[src/rtl/core/abifc_pkg.sv]
`timescale 1ns / 1ps
`default_nettype none
// ----------------------------------------------------------------------------
// abifc_pkg
// Types and constants for the adaptive burst/interval send pacer.
// ----------------------------------------------------------------------------
package abifc_pkg;

  // Request codes carried by req_type
  typedef enum logic [1:0] {
    REQ_DEC   = 2'd0,
    REQ_INC   = 2'd1,
    REQ_YIELD = 2'd2,
    REQ_LINK  = 2'd3
  } req_t;

  // Result codes carried by action
  typedef enum logic [2:0] {
    ACT_NONE  = 3'd0,
    ACT_DEC   = 3'd1,
    ACT_INC   = 3'd2,
    ACT_YIELD = 3'd3
  } action_t;

  // Configuration register indexes
  localparam logic REG_USAGE_LIMIT = 1'b0;
  localparam logic [6:0] USAGE_LIMIT_RST = 7'd80;

  // Link count clamp
  localparam logic [7:0] MAX_LINKS = 8'd63;

  // Burst and interval bounds
  localparam logic [6:0]  RESET_BURST_LIMIT = 7'd12;
  localparam logic [6:0]  MIN_BURST         = 7'd2;
  localparam logic [6:0]  START_BURST       = 7'd4;
  localparam logic [15:0] MAX_INTERVAL      = 16'd50000;
  localparam logic [15:0] MIN_INTERVAL      = 16'd5000;
  localparam logic [15:0] START_INTERVAL    = 16'd10000;

  // Hold-off times in seconds
  localparam logic [31:0] HOLD_INC      = 32'd6;
  localparam logic [31:0] HOLD_DEC      = 32'd2;
  localparam logic [31:0] HOLD_CONGEST  = 32'd15;
  localparam logic [31:0] HOLD_OVERLOAD = 32'd5;
  localparam logic [31:0] HOLD_YIELD    = 32'd10;

  // Load margins around usage_limit (percent)
  localparam logic [7:0] MARGIN_OVERLOAD = 8'd6;
  localparam logic [7:0] MARGIN_HIGH     = 8'd3;
  localparam logic [7:0] MARGIN_BUSY     = 8'd4;
  localparam logic [7:0] MARGIN_NEAR     = 8'd5;
  localparam logic [7:0] MARGIN_YIELD    = 8'd10;

  // Q16 factors
  localparam logic [16:0] Q_UP    = 17'd71434;
  localparam logic [15:0] Q_DOWN  = 16'd63570;
  localparam logic [15:0] Q_FLOOR = 16'd52429;

endpackage
`default_nettype wire

[src/rtl/core/abifc_if.sv]
`timescale 1ns / 1ps
`default_nettype none
// ----------------------------------------------------------------------------
// abifc_if
// Valid/ready channels for pacer events and pacer results.
// ----------------------------------------------------------------------------
interface abifc_evt_if;
  logic        valid;
  logic        ready;
  logic [1:0]  req_type;
  logic [31:0] now_sec;
  logic [19:0] sent_count;
  logic [6:0]  load_pct;
  logic [5:0]  active_links;

  modport source (output valid, req_type, now_sec, sent_count, load_pct, active_links,
                  input ready);
  modport sink   (input valid, req_type, now_sec, sent_count, load_pct, active_links,
                  output ready);
endinterface

interface abifc_res_if;
  logic        valid;
  logic        ready;
  logic [2:0]  action;
  logic [6:0]  burst_size;
  logic [15:0] burst_interval;
  logic [19:0] target_rate;
  logic [19:0] peak_rate;

  modport source (output valid, action, burst_size, burst_interval, target_rate, peak_rate,
                  input ready);
  modport sink   (input valid, action, burst_size, burst_interval, target_rate, peak_rate,
                  output ready);
endinterface
`default_nettype wire

[src/rtl/core/adaptive_burst_interval_flow_control.sv]
`timescale 1ns / 1ps
`default_nettype none
// An event transaction is captured in the input register, then the state update is
// captured in the result register; a stalled result holds the input register.
// Throughput: one event per cycle while results are taken, set by the combinational
// state update between the two registers.
// Reset (synchronous, rst high): pacing state returns to its start values,
// usage_limit to 80, both stages empty.
// ----------------------------------------------------------------------------
// adaptive_burst_interval_flow_control
// Signalling-link send pacer: steps burst size and inter-burst interval per event.
// ----------------------------------------------------------------------------
module adaptive_burst_interval_flow_control (
  input  wire logic        clk,
  input  wire logic        rst,
  abifc_evt_if.sink        evt,
  abifc_res_if.source      res,
  input  wire logic        psel,
  input  wire logic        penable,
  input  wire logic        pwrite,
  input  wire logic [2:0]  paddr,
  input  wire logic [31:0] pwdata,
  output logic [31:0]      prdata,
  output logic             pready
);

  // --------------------------------------------------------------------------
  // Configuration register
  // --------------------------------------------------------------------------
  logic [6:0] usage_limit;
  logic       cfg_wr;

  assign pready = 1'b1;
  assign cfg_wr = psel && penable && pwrite;
  assign prdata = (paddr[2] == abifc_pkg::REG_USAGE_LIMIT) ? {25'd0, usage_limit} : 32'd0;

  // --------------------------------------------------------------------------
  // Pacer state
  // --------------------------------------------------------------------------
  logic [6:0]  burst_limit, burst_limit_next;
  logic [5:0]  prev_link_count, prev_link_count_next;
  logic [6:0]  cur_burst, cur_burst_next;
  logic [15:0] cur_interval, cur_interval_next;
  logic [6:0]  peak_burst, peak_burst_next;
  logic [19:0] peak_msgs, peak_msgs_next;
  logic [15:0] best_interval, best_interval_next;
  logic [19:0] floor_msgs, floor_msgs_next;
  logic [31:0] time_last_inc, time_last_inc_next;
  logic [31:0] time_last_dec, time_last_dec_next;
  logic [31:0] time_last_overload, time_last_overload_next;
  logic [31:0] time_last_congest, time_last_congest_next;
  logic [31:0] time_last_yield, time_last_yield_next;
  abifc_pkg::action_t action_next;

  // Input stage
  logic              s1_valid;
  abifc_pkg::req_t   s1_req;
  logic [31:0]       s1_now;
  logic [19:0]       s1_sent;
  logic [6:0]        s1_usage;
  logic [5:0]        s1_links;

  // Result stage
  logic res_valid;
  logic advance;
  logic evt_acc;

  assign advance   = s1_valid && (!res_valid || res.ready);
  assign evt.ready = !s1_valid || advance;
  assign evt_acc   = evt.valid && evt.ready;
  assign res.valid = res_valid;

  // Hold-off check: signed elapsed time below the hold
  function automatic logic too_soon(input logic [31:0] now, input logic [31:0] last,
                                    input logic [31:0] hold);
    logic [31:0] d;
    d = now - last;
    return d[31] || (d < hold);
  endfunction

  // --------------------------------------------------------------------------
  // Fixed-point products (read state and the input stage, none chained)
  // --------------------------------------------------------------------------
  logic [32:0] up_prod;
  logic [31:0] dn_prod;
  logic [35:0] floor_prod;
  logic [16:0] up_val;
  logic [15:0] dn_val;
  logic [15:0] int_up, int_dn;
  logic [6:0]  burst_dn;
  logic [19:0] floor_src;
  logic [19:0] floor_val;
  logic [19:0] inc_peak;
  logic        new_peak;

  assign up_prod = 33'(cur_interval) * 33'(abifc_pkg::Q_UP);
  assign dn_prod = 32'(cur_interval) * 32'(abifc_pkg::Q_DOWN);
  assign up_val  = up_prod[32:16];
  assign dn_val  = dn_prod[31:16];

  assign int_up = (cur_interval >= abifc_pkg::MAX_INTERVAL) ? cur_interval :
                  (up_val > 17'(abifc_pkg::MAX_INTERVAL)) ? abifc_pkg::MAX_INTERVAL :
                  up_val[15:0];
  assign int_dn = (cur_interval <= abifc_pkg::MIN_INTERVAL) ? cur_interval :
                  (dn_val < abifc_pkg::MIN_INTERVAL) ? abifc_pkg::MIN_INTERVAL : dn_val;
  assign burst_dn = (cur_burst > abifc_pkg::MIN_BURST) ? cur_burst - 7'd1 : cur_burst;

  // Increase events take the floor of the updated peak, decreases of the old one
  assign new_peak   = s1_sent > peak_msgs;
  assign inc_peak   = new_peak ? s1_sent : peak_msgs;
  assign floor_src  = (s1_req == abifc_pkg::REQ_INC) ? inc_peak : peak_msgs;
  assign floor_prod = 36'(floor_src) * 36'(abifc_pkg::Q_FLOOR);
  assign floor_val  = floor_prod[35:16];

  // --------------------------------------------------------------------------
  // Load thresholds, unsigned form of the signed comparisons
  // --------------------------------------------------------------------------
  logic [7:0] u8, l8;
  logic       load_over, load_high, load_busy, load_near, load_low;

  assign u8        = {1'b0, s1_usage};
  assign l8        = {1'b0, usage_limit};
  assign load_over = u8 > (l8 + abifc_pkg::MARGIN_OVERLOAD);
  assign load_high = u8 > (l8 + abifc_pkg::MARGIN_HIGH);
  assign load_busy = (u8 + abifc_pkg::MARGIN_BUSY) >= l8;
  assign load_near = (u8 + abifc_pkg::MARGIN_NEAR) >= l8;
  assign load_low  = (u8 + abifc_pkg::MARGIN_YIELD) < l8;

  // --------------------------------------------------------------------------
  // Event evaluation
  // --------------------------------------------------------------------------
  logic [7:0] links_c;
  logic [5:0] links_n;

  assign links_c = ({2'b00, s1_links} > abifc_pkg::MAX_LINKS) ? abifc_pkg::MAX_LINKS
                                                              : {2'b00, s1_links};
  assign links_n = links_c[5:0];

  always_comb begin
    burst_limit_next        = burst_limit;
    prev_link_count_next    = prev_link_count;
    cur_burst_next          = cur_burst;
    cur_interval_next       = cur_interval;
    peak_burst_next         = peak_burst;
    peak_msgs_next          = peak_msgs;
    best_interval_next      = best_interval;
    floor_msgs_next         = floor_msgs;
    time_last_inc_next      = time_last_inc;
    time_last_dec_next      = time_last_dec;
    time_last_overload_next = time_last_overload;
    time_last_congest_next  = time_last_congest;
    time_last_yield_next    = time_last_yield;
    action_next             = abifc_pkg::ACT_NONE;

    unique case (s1_req)
      abifc_pkg::REQ_DEC: begin
        time_last_congest_next = s1_now;
        if (peak_burst >= cur_burst) begin
          if (peak_burst != 7'd0) peak_burst_next = peak_burst - 7'd1;
          peak_msgs_next = floor_val;
        end
        if (!too_soon(s1_now, time_last_dec, abifc_pkg::HOLD_DEC)) begin
          time_last_dec_next = s1_now;
          cur_burst_next     = burst_dn;
          cur_interval_next  = int_up;
          action_next        = abifc_pkg::ACT_DEC;
        end
      end

      abifc_pkg::REQ_INC: begin
        if (load_high && too_soon(s1_now, time_last_overload, abifc_pkg::HOLD_OVERLOAD)) begin
          // overload inside hold-off: only the increase time moves
          time_last_inc_next = s1_now;
        end else if (load_high) begin
          // overload handled; the fresh increase time then blocks the step
          time_last_inc_next      = s1_now;
          time_last_overload_next = s1_now;
          if (load_over) cur_burst_next    = burst_dn;
          else           cur_interval_next = int_up;
          if (new_peak) begin
            peak_msgs_next     = s1_sent;
            peak_burst_next    = load_over ? burst_dn : cur_burst;
            best_interval_next = load_over ? cur_interval : int_up;
          end
          floor_msgs_next = floor_val;
        end else begin
          if (new_peak) begin
            peak_msgs_next     = s1_sent;
            peak_burst_next    = cur_burst;
            best_interval_next = cur_interval;
          end
          floor_msgs_next = floor_val;
          if (!too_soon(s1_now, time_last_congest, abifc_pkg::HOLD_CONGEST) &&
              !too_soon(s1_now, time_last_inc, abifc_pkg::HOLD_INC) &&
              !load_busy &&
              !(cur_burst >= peak_burst_next && cur_interval <= best_interval_next &&
                s1_sent < floor_val)) begin
            time_last_inc_next = s1_now;
            action_next        = abifc_pkg::ACT_INC;
            if (load_near || cur_burst >= burst_limit) begin
              cur_interval_next = int_dn;
            end else begin
              cur_burst_next    = cur_burst + 7'd1;
              cur_interval_next = int_up;
            end
          end
        end
      end

      abifc_pkg::REQ_YIELD: begin
        if (!too_soon(s1_now, time_last_yield, abifc_pkg::HOLD_YIELD) && !load_low) begin
          time_last_yield_next = s1_now;
          cur_burst_next       = burst_dn;
          action_next          = abifc_pkg::ACT_YIELD;
        end
      end

      abifc_pkg::REQ_LINK: begin
        if (links_n != prev_link_count) begin
          prev_link_count_next = links_n;
          burst_limit_next     = 7'(links_n) + 7'(links_n >> 1);
          cur_burst_next       = (abifc_pkg::START_BURST > burst_limit_next) ?
                                 burst_limit_next : abifc_pkg::START_BURST;
          cur_interval_next    = abifc_pkg::START_INTERVAL;
          peak_burst_next      = 7'd0;
          best_interval_next   = abifc_pkg::MAX_INTERVAL;
          peak_msgs_next       = 20'd0;
        end
      end

      default: begin
        action_next = abifc_pkg::ACT_NONE;
      end
    endcase
  end

  // --------------------------------------------------------------------------
  // Control and state registers
  // --------------------------------------------------------------------------
  always_ff @(posedge clk) begin
    if (rst) begin
      usage_limit        <= abifc_pkg::USAGE_LIMIT_RST;
      s1_valid           <= 1'b0;
      res_valid          <= 1'b0;
      burst_limit        <= abifc_pkg::RESET_BURST_LIMIT;
      prev_link_count    <= 6'd0;
      cur_burst          <= abifc_pkg::START_BURST;
      cur_interval       <= abifc_pkg::START_INTERVAL;
      peak_burst         <= 7'd0;
      peak_msgs          <= 20'd0;
      best_interval      <= abifc_pkg::MAX_INTERVAL;
      floor_msgs         <= 20'd0;
      time_last_inc      <= 32'd0;
      time_last_dec      <= 32'd0;
      time_last_overload <= 32'd0;
      time_last_congest  <= 32'd0;
      time_last_yield    <= 32'd0;
    end else begin
      if (cfg_wr && paddr[2] == abifc_pkg::REG_USAGE_LIMIT) begin
        usage_limit <= pwdata[6:0];
      end

      if (evt_acc)      s1_valid <= 1'b1;
      else if (advance) s1_valid <= 1'b0;

      if (advance)        res_valid <= 1'b1;
      else if (res.ready) res_valid <= 1'b0;

      if (advance) begin
        burst_limit        <= burst_limit_next;
        prev_link_count    <= prev_link_count_next;
        cur_burst          <= cur_burst_next;
        cur_interval       <= cur_interval_next;
        peak_burst         <= peak_burst_next;
        peak_msgs          <= peak_msgs_next;
        best_interval      <= best_interval_next;
        floor_msgs         <= floor_msgs_next;
        time_last_inc      <= time_last_inc_next;
        time_last_dec      <= time_last_dec_next;
        time_last_overload <= time_last_overload_next;
        time_last_congest  <= time_last_congest_next;
        time_last_yield    <= time_last_yield_next;
      end
    end
  end

  // Input payload register
  always_ff @(posedge clk) begin
    if (evt_acc) begin
      s1_req   <= abifc_pkg::req_t'(evt.req_type);
      s1_now   <= evt.now_sec;
      s1_sent  <= evt.sent_count;
      s1_usage <= evt.load_pct;
      s1_links <= evt.active_links;
    end
  end

  // Result payload register
  always_ff @(posedge clk) begin
    if (advance) begin
      res.action         <= action_next;
      res.burst_size     <= cur_burst_next;
      res.burst_interval <= cur_interval_next;
      res.target_rate    <= floor_msgs_next;
      res.peak_rate      <= peak_msgs_next;
    end
  end

  // --------------------------------------------------------------------------
  // Assertions
  // --------------------------------------------------------------------------
  a_burst_in_limit: assert property (@(posedge clk) disable iff (rst)
    cur_burst <= burst_limit)
    else $error("burst above burst limit");

  a_interval_in_range: assert property (@(posedge clk) disable iff (rst)
    cur_interval >= abifc_pkg::MIN_INTERVAL && cur_interval <= abifc_pkg::MAX_INTERVAL)
    else $error("interval out of range");

  a_state_holds_on_stall: assert property (@(posedge clk) disable iff (rst)
    !advance |=> $stable(cur_burst) && $stable(cur_interval) && $stable(peak_msgs))
    else $error("pacer state changed without an event");

endmodule
`default_nettype wire

[src/flat_wrapper.sv]
// flat-port wrapper written by rule: the top's interface ports become plain ports
module adaptive_burst_interval_flow_control_flat 
  (clk, rst, psel, penable, pwrite, paddr, pwdata, prdata, pready, evt_valid, evt_req_type, evt_now_sec, evt_sent_count, evt_load_pct, evt_active_links, evt_ready, res_valid, res_action, res_burst_size, res_burst_interval, res_target_rate, res_peak_rate, res_ready);
  abifc_evt_if evt_i ();
  abifc_res_if res_i ();
  input  wire logic clk;
  input  wire logic rst;
  input  wire logic psel;
  input  wire logic penable;
  input  wire logic pwrite;
  input  wire logic [2:0] paddr;
  input  wire logic [31:0] pwdata;
  output logic [31:0] prdata;
  output logic pready;
  input wire logic [$bits(evt_i.valid)-1:0] evt_valid;
  input wire logic [$bits(evt_i.req_type)-1:0] evt_req_type;
  input wire logic [$bits(evt_i.now_sec)-1:0] evt_now_sec;
  input wire logic [$bits(evt_i.sent_count)-1:0] evt_sent_count;
  input wire logic [$bits(evt_i.load_pct)-1:0] evt_load_pct;
  input wire logic [$bits(evt_i.active_links)-1:0] evt_active_links;
  output wire logic [$bits(evt_i.ready)-1:0] evt_ready;
  output wire logic [$bits(res_i.valid)-1:0] res_valid;
  output wire logic [$bits(res_i.action)-1:0] res_action;
  output wire logic [$bits(res_i.burst_size)-1:0] res_burst_size;
  output wire logic [$bits(res_i.burst_interval)-1:0] res_burst_interval;
  output wire logic [$bits(res_i.target_rate)-1:0] res_target_rate;
  output wire logic [$bits(res_i.peak_rate)-1:0] res_peak_rate;
  input wire logic [$bits(res_i.ready)-1:0] res_ready;
  assign evt_i.valid = evt_valid;
  assign evt_i.req_type = evt_req_type;
  assign evt_i.now_sec = evt_now_sec;
  assign evt_i.sent_count = evt_sent_count;
  assign evt_i.load_pct = evt_load_pct;
  assign evt_i.active_links = evt_active_links;
  assign evt_ready = evt_i.ready;
  assign res_valid = res_i.valid;
  assign res_action = res_i.action;
  assign res_burst_size = res_i.burst_size;
  assign res_burst_interval = res_i.burst_interval;
  assign res_target_rate = res_i.target_rate;
  assign res_peak_rate = res_i.peak_rate;
  assign res_i.ready = res_ready;
  adaptive_burst_interval_flow_control u_core (.clk(clk), .rst(rst), .evt(evt_i), .res(res_i), .psel(psel), .penable(penable), .pwrite(pwrite), .paddr(paddr), .pwdata(pwdata), .prdata(prdata), .pready(pready));
endmodule
[config.mk]
export PLATFORM = sky130hd
export DESIGN_NAME = adaptive_burst_interval_flow_control_flat
export DESIGN_NICKNAME = d
export VERILOG_FILES = /design/src/rtl/core/abifc_pkg.sv /design/src/rtl/core/abifc_if.sv /design/src/rtl/core/adaptive_burst_interval_flow_control.sv /design/src/flat_wrapper.sv
export SDC_FILE = /design/constraint.sdc
export NUM_CORES = 2
export LEC_CHECK = 0
export ABC_AREA = 0
export BUFFER_PORTS_ARGS = -buffer_cell sky130_fd_sc_hd__buf_2
export CAP_MARGIN = 20
export CORE_ASPECT_RATIO = 0.9
export CORE_UTILIZATION = 32
export DETAILED_ROUTE_END_ITERATION = 8
export GPL_TIMING_DRIVEN = 0
export PLACE_DENSITY = 0.52
export RECOVER_POWER = 50
export SYNTH_ARGS = -nofsm -noshare
export SYNTH_HDL_FRONTEND = slang
export SYNTH_SLANG_ARGS = --single-unit
[constraint.sdc]
create_clock -name clk -period 11.8 [get_ports clk]
set_input_delay 1.18 -clock clk [delete_from_list [all_inputs] [get_ports clk]]
set_output_delay 1.18 -clock clk [all_outputs]
set_load 0.01 [all_outputs]
# Word-level counts from Yosys, hierarchy flattened
# Index checks and enable logic that the tools add are counted.
# Widths: inputs -> output; s select.
# totals
regBits	401
input_bits	109
# op_classes
n_bitwise	3
n_mul	3
n_addsub	14
eq_ne	9
mux	65
n_reduce_logical	43
n_lt_le_gt_ge	22
# op_table
cell	count
$mux 16	19
$sub 32x32->32	5
$mux 7	21
$mux 20	7
$mux 32	3
$lt 32x3->1 const B	2
$lt 32x4->1 const B	2
$pmux 20 s3	1
$pmux 16 s3	1
$mul 20x16->36 const B	1
$lt 32x2->1 const B	1
$mul 16x16->32 const B	1
$pmux 16 s2	1
$mul 16x15->31 const B	1
$pmux 7 s4	1
$add 7x3->8 const B	3
$ge 7x7->1	3
$pmux 7 s3	1
$gt 20x20->1	1
$lt 20x20->1	1
$gt 17x16->1 const B	1
$ge 16x16->1 const B	1
$ge 8x7->1	2
$gt 7x8->1	2
34 further kinds	77

# Depth between registers and ports, before layout
# logic_depth
ltp_word	15
depth_mapped	51

# Least setup slack after synthesis
# Ideal clock, no wire load.
# synth_timing
kind	flip-flop to flip-flop
startpoint	register u_core.s1_sent[18]
endpoint	register u_core.cur_interval[12]
stages_incl_launch_ff	50
arrival_time_ns	11.385
period_less_slack_ns	11.623
setup_slack_ns	0.177
required_ns	11.563
path_cell_list	edfxtp_1 ha_1 nand4_1 nor4_2 a21bo_2 and2_1 a22oi_1 and2_1 clkbuf_1 clkbuf_1 clkbuf_1 nand2_1 o21ai_0 ha_1 fa_1 inv_1 fa_1 inv_1 [... 14 more ...] o21bai_1 a21o_1 a21oi_1 xnor2_1 ha_1 and4_1 and2_1 o211ai_1 a2111oi_0 a31oi_1 maj3_1 a21oi_1 or4_1 and2_4 buf_6 a221o_1 a21oi_1 a21oi_1
# synth_via
elab_chain_len	14
# synth_lines
item	line_no	rtl
from (decl)	adaptive_burst_interval_flow_control.sv:59	logic [19:0] s1_sent;
from (signal assigned)	adaptive_burst_interval_flow_control.sv:292	s1_sent <= evt.sent_count;
branches (longest 7 deep; another with $mul 20x16->36)	n/a	
$logic_and 1x1->1 *	adaptive_burst_interval_flow_control.sv:196	!(cur_burst >= peak_burst_next && cur_interval <= best_interval_next &&
$logic_not 1->1 *	adaptive_burst_interval_flow_control.sv:196	
$logic_and 1x1->1 *	adaptive_burst_interval_flow_control.sv:195	!load_busy &&
$mux 16 *	adaptive_burst_interval_flow_control.sv:193	if (!too_soon(s1_now, time_last_congest, abifc_pkg::HOLD_CONGEST) &&
$mux 16 *	adaptive_burst_interval_flow_control.sv:174	end else if (load_high) begin
$mux 16 *	adaptive_burst_interval_flow_control.sv:171	if (load_high && too_soon(s1_now, time_last_overload, abifc_pkg::HOLD_OVERLOAD)) begin
$pmux 16 s3 *	adaptive_burst_interval_flow_control.sv:155	unique case (s1_req)
to (signal assigned)	adaptive_burst_interval_flow_control.sv:248	cur_interval <= abifc_pkg::START_INTERVAL;
to (signal assigned)	adaptive_burst_interval_flow_control.sv:273	cur_interval <= cur_interval_next;
to (decl)	adaptive_burst_interval_flow_control.sv:43	logic [15:0] cur_interval, cur_interval_next;
# Mark *: on every way between the ends. The select of a mux whose other input is x is not followed.
# A chain may end at the register's enable or synchronous reset.

# Worst setup path after layout
# layout_timing
startpoint	register u_core.s1_sent[16]
endpoint	register u_core.res.burst_interval[0], data pin
# layout_via
elab_chain_len	14
# layout_lines
item	line_no	rtl
branches (longest 7 deep; another with $mul 20x16->36)	n/a	
$logic_and 1x1->1 *	adaptive_burst_interval_flow_control.sv:196	
$logic_not 1->1 *	adaptive_burst_interval_flow_control.sv:196	
$logic_and 1x1->1 *	adaptive_burst_interval_flow_control.sv:195	
$mux 16 *	adaptive_burst_interval_flow_control.sv:193	
$mux 16 *	adaptive_burst_interval_flow_control.sv:174	
$mux 16 *	adaptive_burst_interval_flow_control.sv:171	
$pmux 16 s3 *	adaptive_burst_interval_flow_control.sv:155	
via u_core.cur_interval_next[0]	adaptive_burst_interval_flow_control.sv:43	
to (signal assigned)	adaptive_burst_interval_flow_control.sv:303	res.burst_interval <= cur_interval_next;
to (decl)	abifc_if.sv:31	modport source (output valid, action, burst_size, burst_interval, target_rate, peak_rate,
# Mark *: on every way through the listed nets, which the timed path passes. The select of a mux whose other input is x is not followed.

==> key figures <==
Routing
  – Via count: 40.5k
  – First-pass iteration count of the detailed router: 9
  – Routed length per instance: approximately 21 um
  – 1st-iter DRT viols: 3528
  – Remaining number of nets flagged by the antenna check after routing: 0
  – Via count normalized by instance count: approximately 5.4
  – Routed Wire Length: approximately 160000 um
  – Number of design rule violations left after detail routing: 0

Clock tree
  – CTS Sinks: 400
  – H-tree lvl count: 2
  – Cts hold-fix bufs: 0
  – Cell chosen for the clock root: clkbuf_16
  – CTS Buffer Depth: 3
  – Clock insertion delay at the later pin of the skew report: a little under 700 ps
  – Clock input transition at the sequential cells of the worst setup and hold paths: around 90 ps
  – CTS tree: built
  – TritonCTS Buffers: 54

Layout
  – Most frequent standard cell in the layout excluding fill and tap cells: ha_1
  – Fraction of final layout cells with drive strength greater than 1: ~10%
  – Final Instance Count excl. Fillers: 7472
  – Most frequent cells in the layout: ha_1 (653), inv_1 (633), nand2_1 (515), a21oi_1 (414), nor2_1 (343)
  – Signed area change from the synthesized netlist to the final layout: 16.0%
  – Count of nets after finishing: about 6.6k

Timing
  – Relative max-transition margin: -125%
  – Setup TNS Final: 0 ps
  – Setup-violating endpoint count in the final report: 0
  – Final min period: around 12000 ps
  – Number of hold violations in the final report: 0
  – Final setup margin: around 62 ps
  – FMAX: ~85 MHz
  – Portion of the clock cycle consumed by the worst path in the final layout: roughly 99%
  – Unrepaired setup endpoints after global routing: yes
  – Total count of max-transition violations in the final report: 127
  – Slew at the pin closest to its max-slew limit: roughly 3400 ps
  – Setup clock skew after layout: ~78 ps

Worst setup path
  – Data arrival time of the worst path: around 12000 ps
  – Worst Reg2Reg Path Length in Cells: 48
  – Endpoint of the worst-slack reg-to-reg timing path: u_core.res.burst_interval[0]
  – Cell at the slowest stage of the critical path: or4_4
  – Crit path from: u_core.s1_sent[16]
  – Crit path required time: between 10000 and 15000 ps
  – Beginning of the worst register-to-register path: u_core.s1_sent[16]
  – Critical Setup Path Class: register to register
  – Sort of element at the end of the critical path: register
  – Kind of start point of the critical path: register
  – CP most frequent cell: inv_1
  – Slowest stage delay, CP: 630 ps
  – Number of buffers and inverters on the critical path: 11
  – Setup slack of the most critical reg-to-reg path: just over 60 ps
  – Largest fanout of any net on the critical path: 7
  – Worst path top cell family by delay: adder cells

Min path
  – Start point of the worst hold path: u_core.time_last_overload[13]
  – Hold EP: u_core.time_last_overload[13]
  – Min-Delay Path Class: register to register
  – Number of cells traversed by the worst hold path: 2

Yosys
  – Total of flip-flops plus latches after synthesis: 400
  – Ys flop type: dfxtp_1
  – Number of distinct library cell variants in the gate-level netlist after synthesis: roughly 110
  – Total number of yosys warnings: 0
  – Register area share after synthesis: between 20% and 30%
  – Average cell area after synthesis: around 8.5 um2
  – Cells after Synth: 5250
  – Post-synth EDFFs: ~130
  – Combined area of all synthesized cells: approximately 0.044 mm2
  – Fraction of synthesis flops using an asynchronous set or reset pin: 0%

Floorplanning
  – Width of the die: 395 um
  – Total die area: 0.140 mm2
  – Site Rows: roughly 130
  – Starting density of the core: roughly 32%
  – Number of I/O pins: 210
  – Die H: around 360 um
  – Area of the placeable core: 0.138 mm2

Status
  – Failing checks: capacitance limit, slew limit
  – Run status: complete, but fails checks

GRT
  – Number of antenna violations at the first check in global routing: 2
  – Largest net degree at the start of global routing: 57
  – Number of global-route vias before repair: roughly 39k
  – Overall Global Routing Usage: between 20 and 25%
  – Wire length of the first global-routing pass: roughly 240000 um
  – Overflow left after global routing: 0

Place
  – HPWL reported at the end of detailed placement: between 100000 and 150000 um
  – RePlAce Congestion: roughly 0.95
  – Number of buffers added on ports: 153
  – Post-place setup slack: -3390 ps
  – Cell total after placement: ~7.3k

Power
  – Pwr/cell area: 226 mW/mm2
  – Static leakage power: roughly 22 nW
  – Max VDD drop: ~0.27 mV

Run
  – Max Cap Viol: 3
[area by class of cell]
cell class | count | area [um2]
diodes | 4 | 10.0
flip-flops and latches | 400 | 9330
clock inverters | 42 | 487
multi-input cells | 4009 | 32800
repair buffers | 259 | 1770
clock buffers | 60 | 1370
plain buffers | 218 | 1090
well taps | 1834 | 2290
inverters | 646 | 2420
fillers | 14200 | 86100
[layer usage]
metal | vias up | wire length [um] | track usage, %
li1 | 19300 | - | -
met3 | 224 | 12800 | 4.41
met4 | 2 | 4160 | 5.79
met1 | 19500 | 76300 | 32.1
met5 | - | 13 | 0
met2 | 1473 | 65900 | 32.6
[synthesized netlist by cell type, types with 60 or more instances]
cell type,n,share of area [%]
nand3_1,82,0.92
mux2i_1,122,2.7
inv_1,645,5.4
a21oi_1,425,4.8
a21o_1,101,1.7
ha_1,688,19
a211oi_1,80,1.4
xnor2_1,105,2.1
clkbuf_1,145,1.2
edfxtp_1,132,8.9
nor2_1,345,2.9
fa_1,223,10
nand2_1,518,4.4
dfxtp_1,268,12
nand4_1,60,0.84
o21ai_0,230,2.6
o21a_1,73,1.2
[registers in the layout (all words and copies together), names as in the netlist, 20 cells and up]
name,count
u_core.floor_msgs,20
u_core.peak_msgs,20
u_core.res.peak_rate,20
u_core.res.target_rate,20
u_core.s1_now,32
u_core.s1_sent,20
u_core.time_last_congest,32
u_core.time_last_dec,32
u_core.time_last_inc,32
u_core.time_last_overload,32
u_core.time_last_yield,32
[worst max-delay path by stage]
stage	end	slack, ps	depth (start not counted)
floorplan	u_core.cur_interval[12]	180	49
global placement	u_core.time_last_inc[11]	-3510	48
detailed placement	u_core.time_last_inc[16]	-3390	50
CTS	u_core.res.burst_interval[0]	9	49
global route	u_core.res.burst_interval[0]	-220	51
finish	u_core.res.burst_interval[0]	60	48
[per-stage QoR]
| step | util (%) | hold WS [ps] | area, um2 | total power [mW] |
|---|---|---|---|---|
| global placement | 34.6 | 439 | 47600 | 9.08 |
| global route | 37.5 | 467 | 51600 | 12.6 |
| CTS | 36.8 | 454 | 50700 | 11.2 |
| floorplan | - | 431 | 44600 | 6.86 |
| finish | 37.5 | 453 | 51600 | 11.7 |
| detailed placement | 34.9 | 446 | 48000 | 9.10 |
[logic make-up after synthesis]
logic type               after synthesis  synth area share (%)
AO/OA/AOI/OAI                       1394                  21.0
other                                  2                0.0169
adder cells (fa/ha/maj)              912                  29.4
flip-flops                           400                  21.0
XOR/XNOR                             162                  3.19
buffers and inverters                866                  7.70
AND/OR/NAND/NOR                     1377                  14.6
multiplexers                         137                  3.13
[worst register-to-register path: cells and delay by family (launching register included)]
family | cells | cell delay [ps]
compound gates | 16 | 3220
xor+xnor | 1 | 450
fa+ha+maj | 10 | 3780
buf+inv | 11 | 1370
flops | 1 | 530
mux | 1 | 290
simple gates | 9 | 1900
[power by group]
| group | switching, mW | internal [mW] | total [mW] |
|---|---|---|---|
| registers | 0.121 | 1.54 | 1.66 |
| clock network | 0.761 | 1.01 | 1.77 |
| logic | 5.00 | 3.22 | 8.23 |
| total | 5.89 | 5.77 | 11.7 |
[repair_timing]
item                                    in CTS  in global routing
gates cloned                                 0                  3
gates resized for setup                    131                126
setup buffers                               35                 44
pin swaps                                   33                 77
endpoints found under the setup margin      80                 79
Power figures use the tool's default switching activity.
